`config.mk`:
```
export PLATFORM = sky130hd
export DESIGN_NAME = srecord_stream_loader_core
export DESIGN_NICKNAME = d
export VERILOG_FILES = /design/src/design/ssl_pkg.sv /design/src/design/srecord_stream_loader_core.sv
export SDC_FILE = /design/constraint.sdc
export NUM_CORES = 1
export LEC_CHECK = 0
export BUFFER_PORTS_ARGS = -buffer_cell sky130_fd_sc_hd__buf_2
export CORE_ASPECT_RATIO = 0.6
export CORE_UTILIZATION = 60
export DETAILED_ROUTE_END_ITERATION = 16
export GPL_ROUTABILITY_DRIVEN = 0
export PLACE_DENSITY = 0.81
export RECOVER_POWER = 100
export SYNTH_ARGS = -nofsm -noshare
export SYNTH_HDL_FRONTEND = slang
export SYNTH_SLANG_ARGS = --single-unit
```
`constraint.sdc`:
```
create_clock -name clk -period 5.1 [get_ports clk]
set_input_delay 0.765 -clock clk [delete_from_list [all_inputs] [get_ports clk]]
set_output_delay 0.765 -clock clk [all_outputs]
set_load 0.005 [all_outputs]
```
`src/design/ssl_pkg.sv`:
```
// Shared types and constants for the S-record stream loader.
// No dependencies; used by srecord_stream_loader_core.
package ssl_pkg;

    // Position of the parser within one text line
    typedef enum logic [2:0] {
        PH_START,
        PH_TYPE,
        PH_LEN,
        PH_ADDR,
        PH_DATA,
        PH_IGNORE
    } phase_t;

    // Result kinds carried on m_tuser
    localparam logic KIND_WRITE   = 1'b0;
    localparam logic KIND_SUMMARY = 1'b1;

    // Characters the parser looks for
    localparam logic [7:0] CH_S  = 8'h53;
    localparam logic [7:0] CH_0  = 8'h30;
    localparam logic [7:0] CH_9  = 8'h39;
    localparam logic [7:0] CH_UA = 8'h41;
    localparam logic [7:0] CH_UF = 8'h46;
    localparam logic [7:0] CH_LA = 8'h61;
    localparam logic [7:0] CH_LF_HEX = 8'h66;
    localparam logic [7:0] CH_CR = 8'h0D;
    localparam logic [7:0] CH_LF = 8'h0A;

    // Addresses above this drop the rest of their record
    localparam logic [31:0] HIGH_SECTION_LIMIT = 32'h0080_0000;
    // Target memory size after reset
    localparam logic [31:0] BUFFER_SIZE_RESET  = 32'h0001_0000;
    localparam logic [31:0] ALL_ONES           = 32'hFFFF_FFFF;

    // Width of the packed result payload on m_tdata
    localparam int OUT_DATA_W = 144;

endpackage

```
`src/design/srecord_stream_loader_core.sv`:
```
// S-record stream loader: parses S-record text one character per beat and
// emits memory writes and an end-of-load summary. Depends on ssl_pkg.
//
// A result is registered and appears on the master side in the cycle after the input beat.
// Throughput: one input beat per cycle; the output register lets a new beat
// in whenever the held result is taken in the same cycle or none is held.
// Reset (rst_n low, asynchronous): parser at start of line, statistics
// cleared, buffer_size back to 65536, output register empty.
module srecord_stream_loader_core
(
    input  logic                           clk,
    input  logic                           rst_n,
    // Configuration: buffer_size
    input  logic                           cfg_we,
    input  logic [31:0]                    cfg_wdata,
    // Input stream
    input  logic                           s_tvalid,
    output logic                           s_tready,
    input  logic [7:0]                     s_tdata,  // [7:0] ch
    input  logic                           s_tuser,  // [0] end_of_file
    // Result stream
    output logic                           m_tvalid,
    input  logic                           m_tready,
    // [31:0] write_address, [39:32] write_data, [71:40] first_address,
    // [103:72] last_address, [135:104] byte_count, [136] overflow_error,
    // [143:137] zero
    output logic [ssl_pkg::OUT_DATA_W-1:0] m_tdata,
    output logic                           m_tuser   // [0] out_kind
);

    // Parser state
    ssl_pkg::phase_t phase_reg, phase_next;
    logic [1:0]  lcc_reg, lcc_next;        // line char count, saturates at 3
    logic [1:0]  kind_reg, kind_next;      // data record type 1..3
    logic [7:0]  len_reg, len_next;
    logic [2:0]  dc_reg, dc_next;          // hex digit counter
    logic [31:0] addr_reg, addr_next;      // address of the next data byte
    logic [7:0]  left_reg, left_next;      // data bytes still to come
    logic [3:0]  hi_reg, hi_next;
    logic [31:0] lowest_reg, lowest_next;
    logic [31:0] highest_reg, highest_next;
    logic [31:0] count_reg, count_next;
    logic        stopped_reg, stopped_next;
    logic        aborted_reg, aborted_next;
    logic [31:0] bufsize_reg;

    // Output register
    logic        m_valid_reg;
    logic        m_kind_reg;
    logic [31:0] wa_reg, fa_reg, la_reg, bc_reg;
    logic [7:0]  wd_reg;
    logic        ov_reg;

    // Result of the current beat
    logic        res_fire;
    logic        res_kind;
    logic [31:0] res_wa, res_fa, res_la, res_bc;
    logic [7:0]  res_wd;
    logic        res_ov;

    logic        s_fire;
    logic        is_digit;
    logic [3:0]  hex_val;
    logic [7:0]  overhead;

    assign s_tready = !m_valid_reg || m_tready;
    assign s_fire   = s_tvalid && s_tready;

    // Decode one hex digit, anything else reads as zero
    always_comb
    begin
        is_digit = (s_tdata >= ssl_pkg::CH_0) && (s_tdata <= ssl_pkg::CH_9);
        if (is_digit)
            hex_val = 4'(s_tdata - ssl_pkg::CH_0);
        else if ((s_tdata >= ssl_pkg::CH_UA) && (s_tdata <= ssl_pkg::CH_UF))
            hex_val = 4'(s_tdata - ssl_pkg::CH_UA + 8'd10);
        else if ((s_tdata >= ssl_pkg::CH_LA) && (s_tdata <= ssl_pkg::CH_LF_HEX))
            hex_val = 4'(s_tdata - ssl_pkg::CH_LA + 8'd10);
        else
            hex_val = 4'd0;
    end

    assign overhead = {6'd0, kind_reg} + 8'd2;

    // Advance the parser and form the result of an accepted beat
    always_comb
    begin
        phase_next   = phase_reg;
        lcc_next     = lcc_reg;
        kind_next    = kind_reg;
        len_next     = len_reg;
        dc_next      = dc_reg;
        addr_next    = addr_reg;
        left_next    = left_reg;
        hi_next      = hi_reg;
        lowest_next  = lowest_reg;
        highest_next = highest_reg;
        count_next   = count_reg;
        stopped_next = stopped_reg;
        aborted_next = aborted_reg;

        res_fire = 1'b0;
        res_kind = ssl_pkg::KIND_WRITE;
        res_wa   = '0;
        res_wd   = '0;
        res_fa   = '0;
        res_la   = '0;
        res_bc   = '0;
        res_ov   = 1'b0;

        if (s_fire)
        begin
            if (s_tuser)
            begin
                // Report the summary and start a new load
                res_fire = 1'b1;
                res_kind = ssl_pkg::KIND_SUMMARY;
                res_fa   = aborted_reg ? ssl_pkg::ALL_ONES : lowest_reg;
                res_la   = aborted_reg ? 32'd0 : highest_reg;
                res_bc   = aborted_reg ? 32'd0 : count_reg;
                res_ov   = aborted_reg;
                phase_next   = ssl_pkg::PH_START;
                lcc_next     = '0;
                kind_next    = '0;
                len_next     = '0;
                dc_next      = '0;
                addr_next    = '0;
                left_next    = '0;
                hi_next      = '0;
                lowest_next  = ssl_pkg::ALL_ONES;
                highest_next = '0;
                count_next   = '0;
                stopped_next = 1'b0;
                aborted_next = 1'b0;
            end
            else if (!stopped_reg && !aborted_reg)
            begin
                if ((s_tdata == ssl_pkg::CH_CR) || (s_tdata == ssl_pkg::CH_LF))
                begin
                    // End of line: skip empty lines, stop on very short ones
                    if (lcc_reg != 2'd0)
                    begin
                        if (lcc_reg != 2'd3)
                            stopped_next = 1'b1;
                        phase_next = ssl_pkg::PH_START;
                        lcc_next   = '0;
                        kind_next  = '0;
                        len_next   = '0;
                        dc_next    = '0;
                        addr_next  = '0;
                        left_next  = '0;
                        hi_next    = '0;
                    end
                end
                else
                begin
                    if (lcc_reg != 2'd3)
                        lcc_next = lcc_reg + 2'd1;
                    unique case (phase_reg)
                        ssl_pkg::PH_START:
                        begin
                            phase_next = (s_tdata == ssl_pkg::CH_S) ? ssl_pkg::PH_TYPE
                                                                    : ssl_pkg::PH_IGNORE;
                        end
                        ssl_pkg::PH_TYPE:
                        begin
                            len_next = '0;
                            dc_next  = '0;
                            if (is_digit && (hex_val >= 4'd1) && (hex_val <= 4'd3))
                            begin
                                kind_next  = hex_val[1:0];
                                phase_next = ssl_pkg::PH_LEN;
                            end
                            else
                            begin
                                phase_next = ssl_pkg::PH_IGNORE;
                            end
                        end
                        ssl_pkg::PH_LEN:
                        begin
                            len_next = {len_reg[3:0], hex_val};
                            if (dc_reg[0])
                            begin
                                dc_next    = '0;
                                addr_next  = '0;
                                phase_next = ssl_pkg::PH_ADDR;
                            end
                            else
                            begin
                                dc_next = dc_reg + 3'd1;
                            end
                        end
                        ssl_pkg::PH_ADDR:
                        begin
                            addr_next = {addr_reg[27:0], hex_val};
                            if (dc_reg == {kind_reg, 1'b1})
                            begin
                                dc_next   = '0;
                                left_next = len_reg - overhead;
                                phase_next = (len_reg > overhead) ? ssl_pkg::PH_DATA
                                                                  : ssl_pkg::PH_IGNORE;
                            end
                            else
                            begin
                                dc_next = dc_reg + 3'd1;
                            end
                        end
                        ssl_pkg::PH_DATA:
                        begin
                            if (dc_reg == 3'd0)
                            begin
                                hi_next = hex_val;
                                dc_next = 3'd1;
                            end
                            else
                            begin
                                // Second digit completes a byte
                                dc_next   = '0;
                                addr_next = addr_reg + 32'd1;
                                left_next = left_reg - 8'd1;
                                if (left_reg == 8'd1)
                                    phase_next = ssl_pkg::PH_IGNORE;
                                if (addr_reg < lowest_reg)
                                    lowest_next = addr_reg;
                                if (addr_reg > ssl_pkg::HIGH_SECTION_LIMIT)
                                begin
                                    phase_next = ssl_pkg::PH_IGNORE;
                                end
                                else if (addr_reg >= bufsize_reg)
                                begin
                                    aborted_next = 1'b1;
                                end
                                else
                                begin
                                    if (count_reg != ssl_pkg::ALL_ONES)
                                        count_next = count_reg + 32'd1;
                                    if (addr_reg > highest_reg)
                                        highest_next = addr_reg;
                                    res_fire = 1'b1;
                                    res_wa   = addr_reg;
                                    res_wd   = {hi_reg, hex_val};
                                end
                            end
                        end
                        ssl_pkg::PH_IGNORE:
                        begin
                            phase_next = ssl_pkg::PH_IGNORE;
                        end
                        default:
                        begin
                            phase_next = ssl_pkg::PH_IGNORE;
                        end
                    endcase
                end
            end
        end
    end

    // Parser and statistics registers
    always_ff @(posedge clk or negedge rst_n)
    begin
        if (!rst_n)
        begin
            phase_reg   <= ssl_pkg::PH_START;
            lcc_reg     <= '0;
            kind_reg    <= '0;
            len_reg     <= '0;
            dc_reg      <= '0;
            addr_reg    <= '0;
            left_reg    <= '0;
            hi_reg      <= '0;
            lowest_reg  <= ssl_pkg::ALL_ONES;
            highest_reg <= '0;
            count_reg   <= '0;
            stopped_reg <= 1'b0;
            aborted_reg <= 1'b0;
        end
        else
        begin
            phase_reg   <= phase_next;
            lcc_reg     <= lcc_next;
            kind_reg    <= kind_next;
            len_reg     <= len_next;
            dc_reg      <= dc_next;
            addr_reg    <= addr_next;
            left_reg    <= left_next;
            hi_reg      <= hi_next;
            lowest_reg  <= lowest_next;
            highest_reg <= highest_next;
            count_reg   <= count_next;
            stopped_reg <= stopped_next;
            aborted_reg <= aborted_next;
        end
    end

    // Buffer size register
    always_ff @(posedge clk or negedge rst_n)
    begin
        if (!rst_n)
            bufsize_reg <= ssl_pkg::BUFFER_SIZE_RESET;
        else if (cfg_we)
            bufsize_reg <= cfg_wdata;
    end

    // Hold the result until the master side takes the beat
    always_ff @(posedge clk or negedge rst_n)
    begin
        if (!rst_n)
            m_valid_reg <= 1'b0;
        else if (res_fire)
            m_valid_reg <= 1'b1;
        else if (m_tready)
            m_valid_reg <= 1'b0;
    end

    // Load the result payload
    always_ff @(posedge clk)
    begin
        if (res_fire)
        begin
            m_kind_reg <= res_kind;
            wa_reg     <= res_wa;
            wd_reg     <= res_wd;
            fa_reg     <= res_fa;
            la_reg     <= res_la;
            bc_reg     <= res_bc;
            ov_reg     <= res_ov;
        end
    end

    assign m_tvalid = m_valid_reg;
    assign m_tuser  = m_kind_reg;
    assign m_tdata  = {7'd0, ov_reg, bc_reg, la_reg, fa_reg, wd_reg, wa_reg};

endmodule
```
==> key figures <==
GRT
  – Met3 usage: 0.0598
  – First-pass GRT wire length: around 74000 um
  – Tot GR Track Use: 0.310
  – Number of global-route vias before repair: ~14000
  – GRT busiest layer: met1
  – Met1 usage: 0.473
  – Gr ovfl total: 0
  – Largest net degree at the start of global routing: 107
  – Antenna violations before repair: 1
  – M2 GR Usage: 0.451

Synth
  – Adder-cell area share of the yosys netlist: 0.0805
  – Yosys cell types: 74
  – Syn Area/Cell: about 9.9 sq um
  – Post-Syn Instances: 1776
  – EDFF count, synth: roughly 140
  – Synth async-reset ratio: 0.583
  – Synthesized area: 17700 sq um
  – Sequential share of the synthesized area: 0.511
  – Yosys warns: 0
  – Xor/xnor cell area share of the yosys netlist: 0.0104
  – Largest family of logic cells by synthesized area: simple AND/OR/NAND/NOR gates
  – Multiplexer share of the synthesized area: 0.0349
  – Post-synthesis register bit count: between 300 and 400
  – Simple-Gate Fraction of Synth Area: 0.193
  – Post-synthesis compound-gate area fraction: 0.111
  – Predominant post-synthesis flop cell: dfrtp_1

Setup path
  – Crit Path Category: flip-flop to flip-flop
  – Critical Path Source Type: flip-flop
  – Critical path arrival: just under 5 ns
  – Req. time, crit path: 5.56 ns
  – CP max FO: 54
  – CP endpoint kind: flip-flop
  – Crit-path slowest cell: clkbuf_1
  – Slowest stage delay, CP: 0.86 ns
  – Cells along the critical path: nand2b_1 -> nand3_4 -> clkbuf_1 -> inv_2 -> a41oi_1 -> and2_1 -> clkbuf_2 -> o311ai_0 -> o41ai_1

STA
  – Worst Slack Setup Final: just under 0.7 ns
  – Hold Vio Cnt, Final: 0
  – Top achievable clock speed: ~230 MHz
  – RSZ-0062 raised after global routing: no
  – Slew Viols, Final: about 180
  – Final Setup Violations: 0
  – Worst Skew: around 0.012 ns
  – Actual slew at the worst max-slew pin: between 2 and 3 ns
  – Minimum clock period: approximately 4.4 ns
  – Relative slew slack: -0.699
  – Setup TNS: 0 ns
  – Period utilization: 0.865

Clock tree
  – Setup Fix Bufs, Post-CTS: 0
  – Clk_lat worst skew: 0.58 ns
  – Post-CTS sizing: 0
  – Clock Pin Slew Worst Setup and Hold Paths: 0.07 ns
  – CTS Buffer Depth: 3
  – Cts bufs inserted: 31
  – Htree depth: 1
  – Clock Tree Root: clkbuf_16
  – CTS tree: done
  – Clock Sinks: roughly 330
  – Hold-fix buffers at CTS: 0

Routing
  – Post-Route WL: 46800 um
  – Wire length per cell: 20.2 um
  – DR vias: 14400
  – Vias per inst: 6.20
  – 1st-iter DRT viols: between 1500 and 2000
  – Post-route DRC: 0
  – Post-DRT Antenna Nets: 0
  – Drt first pass iters: 6

Placed design
  – Port Buf Inserts: 185
  – DP Worst Slack: 0.765 ns
  – Detailed Place HPWL: 31400 um
  – Placed Cells: 2258

Run status
  – Status: finished with violations
  – Failing checks: capacitance limit, slew limit

Final layout
  – Register Area: 9020 sq um
  – Area grow syn2layout: 11.4%
  – Area of the multi-input gates: approximately 7700 sq um
  – Post-route insts no fill: between 2000 and 2500
  – Commonest cells after routing, fill and taps aside: nor2_1, nand2_1, dfrtp_1
  – Fill count: around 2200
  – Final core occ: 0.682
  – Share of cells above drive strength 1: 0.120
  – Final net count: about 2100
  – Most common cell after layout, fill and taps aside: nor2_1

Run
  – Max cap viols: 3

Power and ir drop
  – Maximum VDD drop: approximately 0.28 mV
  – PwrDens: 393 nW/um^2
  – Leakage power: ~8.6 nW
  – Tot Pwr: roughly 7.7 mW

Die
  – Die ar.: approximately 30000 sq um
  – Initial core utilization: 0.613
  – Chip Width: between 200 and 250 um
  – Core Area: 28800 sq um
  – Site Rows: between 40 and 50
  – Die Ht: between 100 and 150 um
  – Ports: between 150 and 200

Worst hold path
  – Hold Crit Class: input port to flip-flop
worst max-delay path: cells and delay by family, from the launching register on:
| family | cells | cell delay, ns |
|---|---|---|
| buffers and inverters | 3 | 2.15 |
| DFF | 1 | 0.36 |
| AOI/OAI and AO/OA | 3 | 1.00 |
| and+or+nand+nor | 3 | 0.74 |
Yosys cell counts (all sizes together) (7+ instances only):
cell	count	share of area
or3	13	0.0046
xnor2	14	0.0069
inv	120	0.026
nor2	187	0.040
dfrtp	160	0.23
a31oi	8	0.0028
nor2b	8	0.0028
ha	112	0.079
o31ai	15	0.0064
and2	67	0.024
xor2	7	0.0035
o211ai	16	0.0068
a21o	8	0.0034
or4	15	0.0064
nor3	65	0.018
a22oi	15	0.0064
nand2	172	0.037
a21oi	63	0.018
o22ai	15	0.0057
nand4	33	0.012
o21ai	121	0.034
nor4	26	0.010
mux2i	56	0.032
a211oi	16	0.0068
buf	40	0.017
and3	25	0.0089
nand3	32	0.0091
nand2b	28	0.0099
dfstp	33	0.049
clkbuf	77	0.017
edfxtp	138	0.23
kinds of logic after synthesis:
group                      after synthesis
adders and majority gates              113
other                                    1
and+or+nand+nor                        693
AOI/OAI and AO/OA                      318
muxes                                   61
DFF                                    331
xor gates and xnor gates                21
buffers and inverters                  238
layer usage:
| layer | up-vias | share of wire |
|---|---|---|
| met4 | 0 | 0.022 |
| met1 | 6909 | 0.44 |
| met3 | 99 | 0.10 |
| met5 | - | 0 |
| li1 | 6549 | - |
| met2 | 815 | 0.43 |
report_power, final:
part	internal [mW]	switching [mW]
Combinational	0.631	1.21
Sequential	3.24	0.249
Clock	1.38	1.02
final timing paths:
kind / slack (ns) / depth (start not counted) / to / startpoint
worst min-delay path: 0.39 / 3 / bufsize_reg[21]$_DFFE_PN0P_ / cfg_wdata[21]
worst max register to register: 0.69 / 9 / count_reg[6]$_DFFE_PN0P_ / m_tvalid$_DFFE_PN0P_
worst max-delay path: 0.69 / 9 / count_reg[6]$_DFFE_PN0P_ / m_tvalid$_DFFE_PN0P_
max in group asynchronous: 2.54 / 1 / aborted_reg$_DFFE_PN0P_ / rst_n
worst min register to register: 0.48 / 2 / hi_reg[1]$_DFFE_PN0P_ / hi_reg[1]$_DFFE_PN0P_
min in group asynchronous: 0.92 / 1 / len_reg[1]$_DFFE_PN0P_ / rst_n
cell type report:
cell class	count	share of cell area
flip-flops and latches	331	0.458
multi-input cells	1221	0.389
repair buffers	210	0.0522
clock buffers	42	0.0436
well taps	375	0.0239
inverters	121	0.0233
clock inverters	16	0.00916
diodes	1	0.000127
metrics by stage:
step / instance area [sq um] / hold slack (ns)
6_report: 19700 / 0.389
5_1_grt: 19700 / 0.404
4_1_cts: 19800 / 0.289
3_5_place_dp: 18800 / 0.464
3_3_place_gp: 18800 / 0.456
2_1_floorplan: 17700 / 0.440
Power figures use the tool's default switching activity.
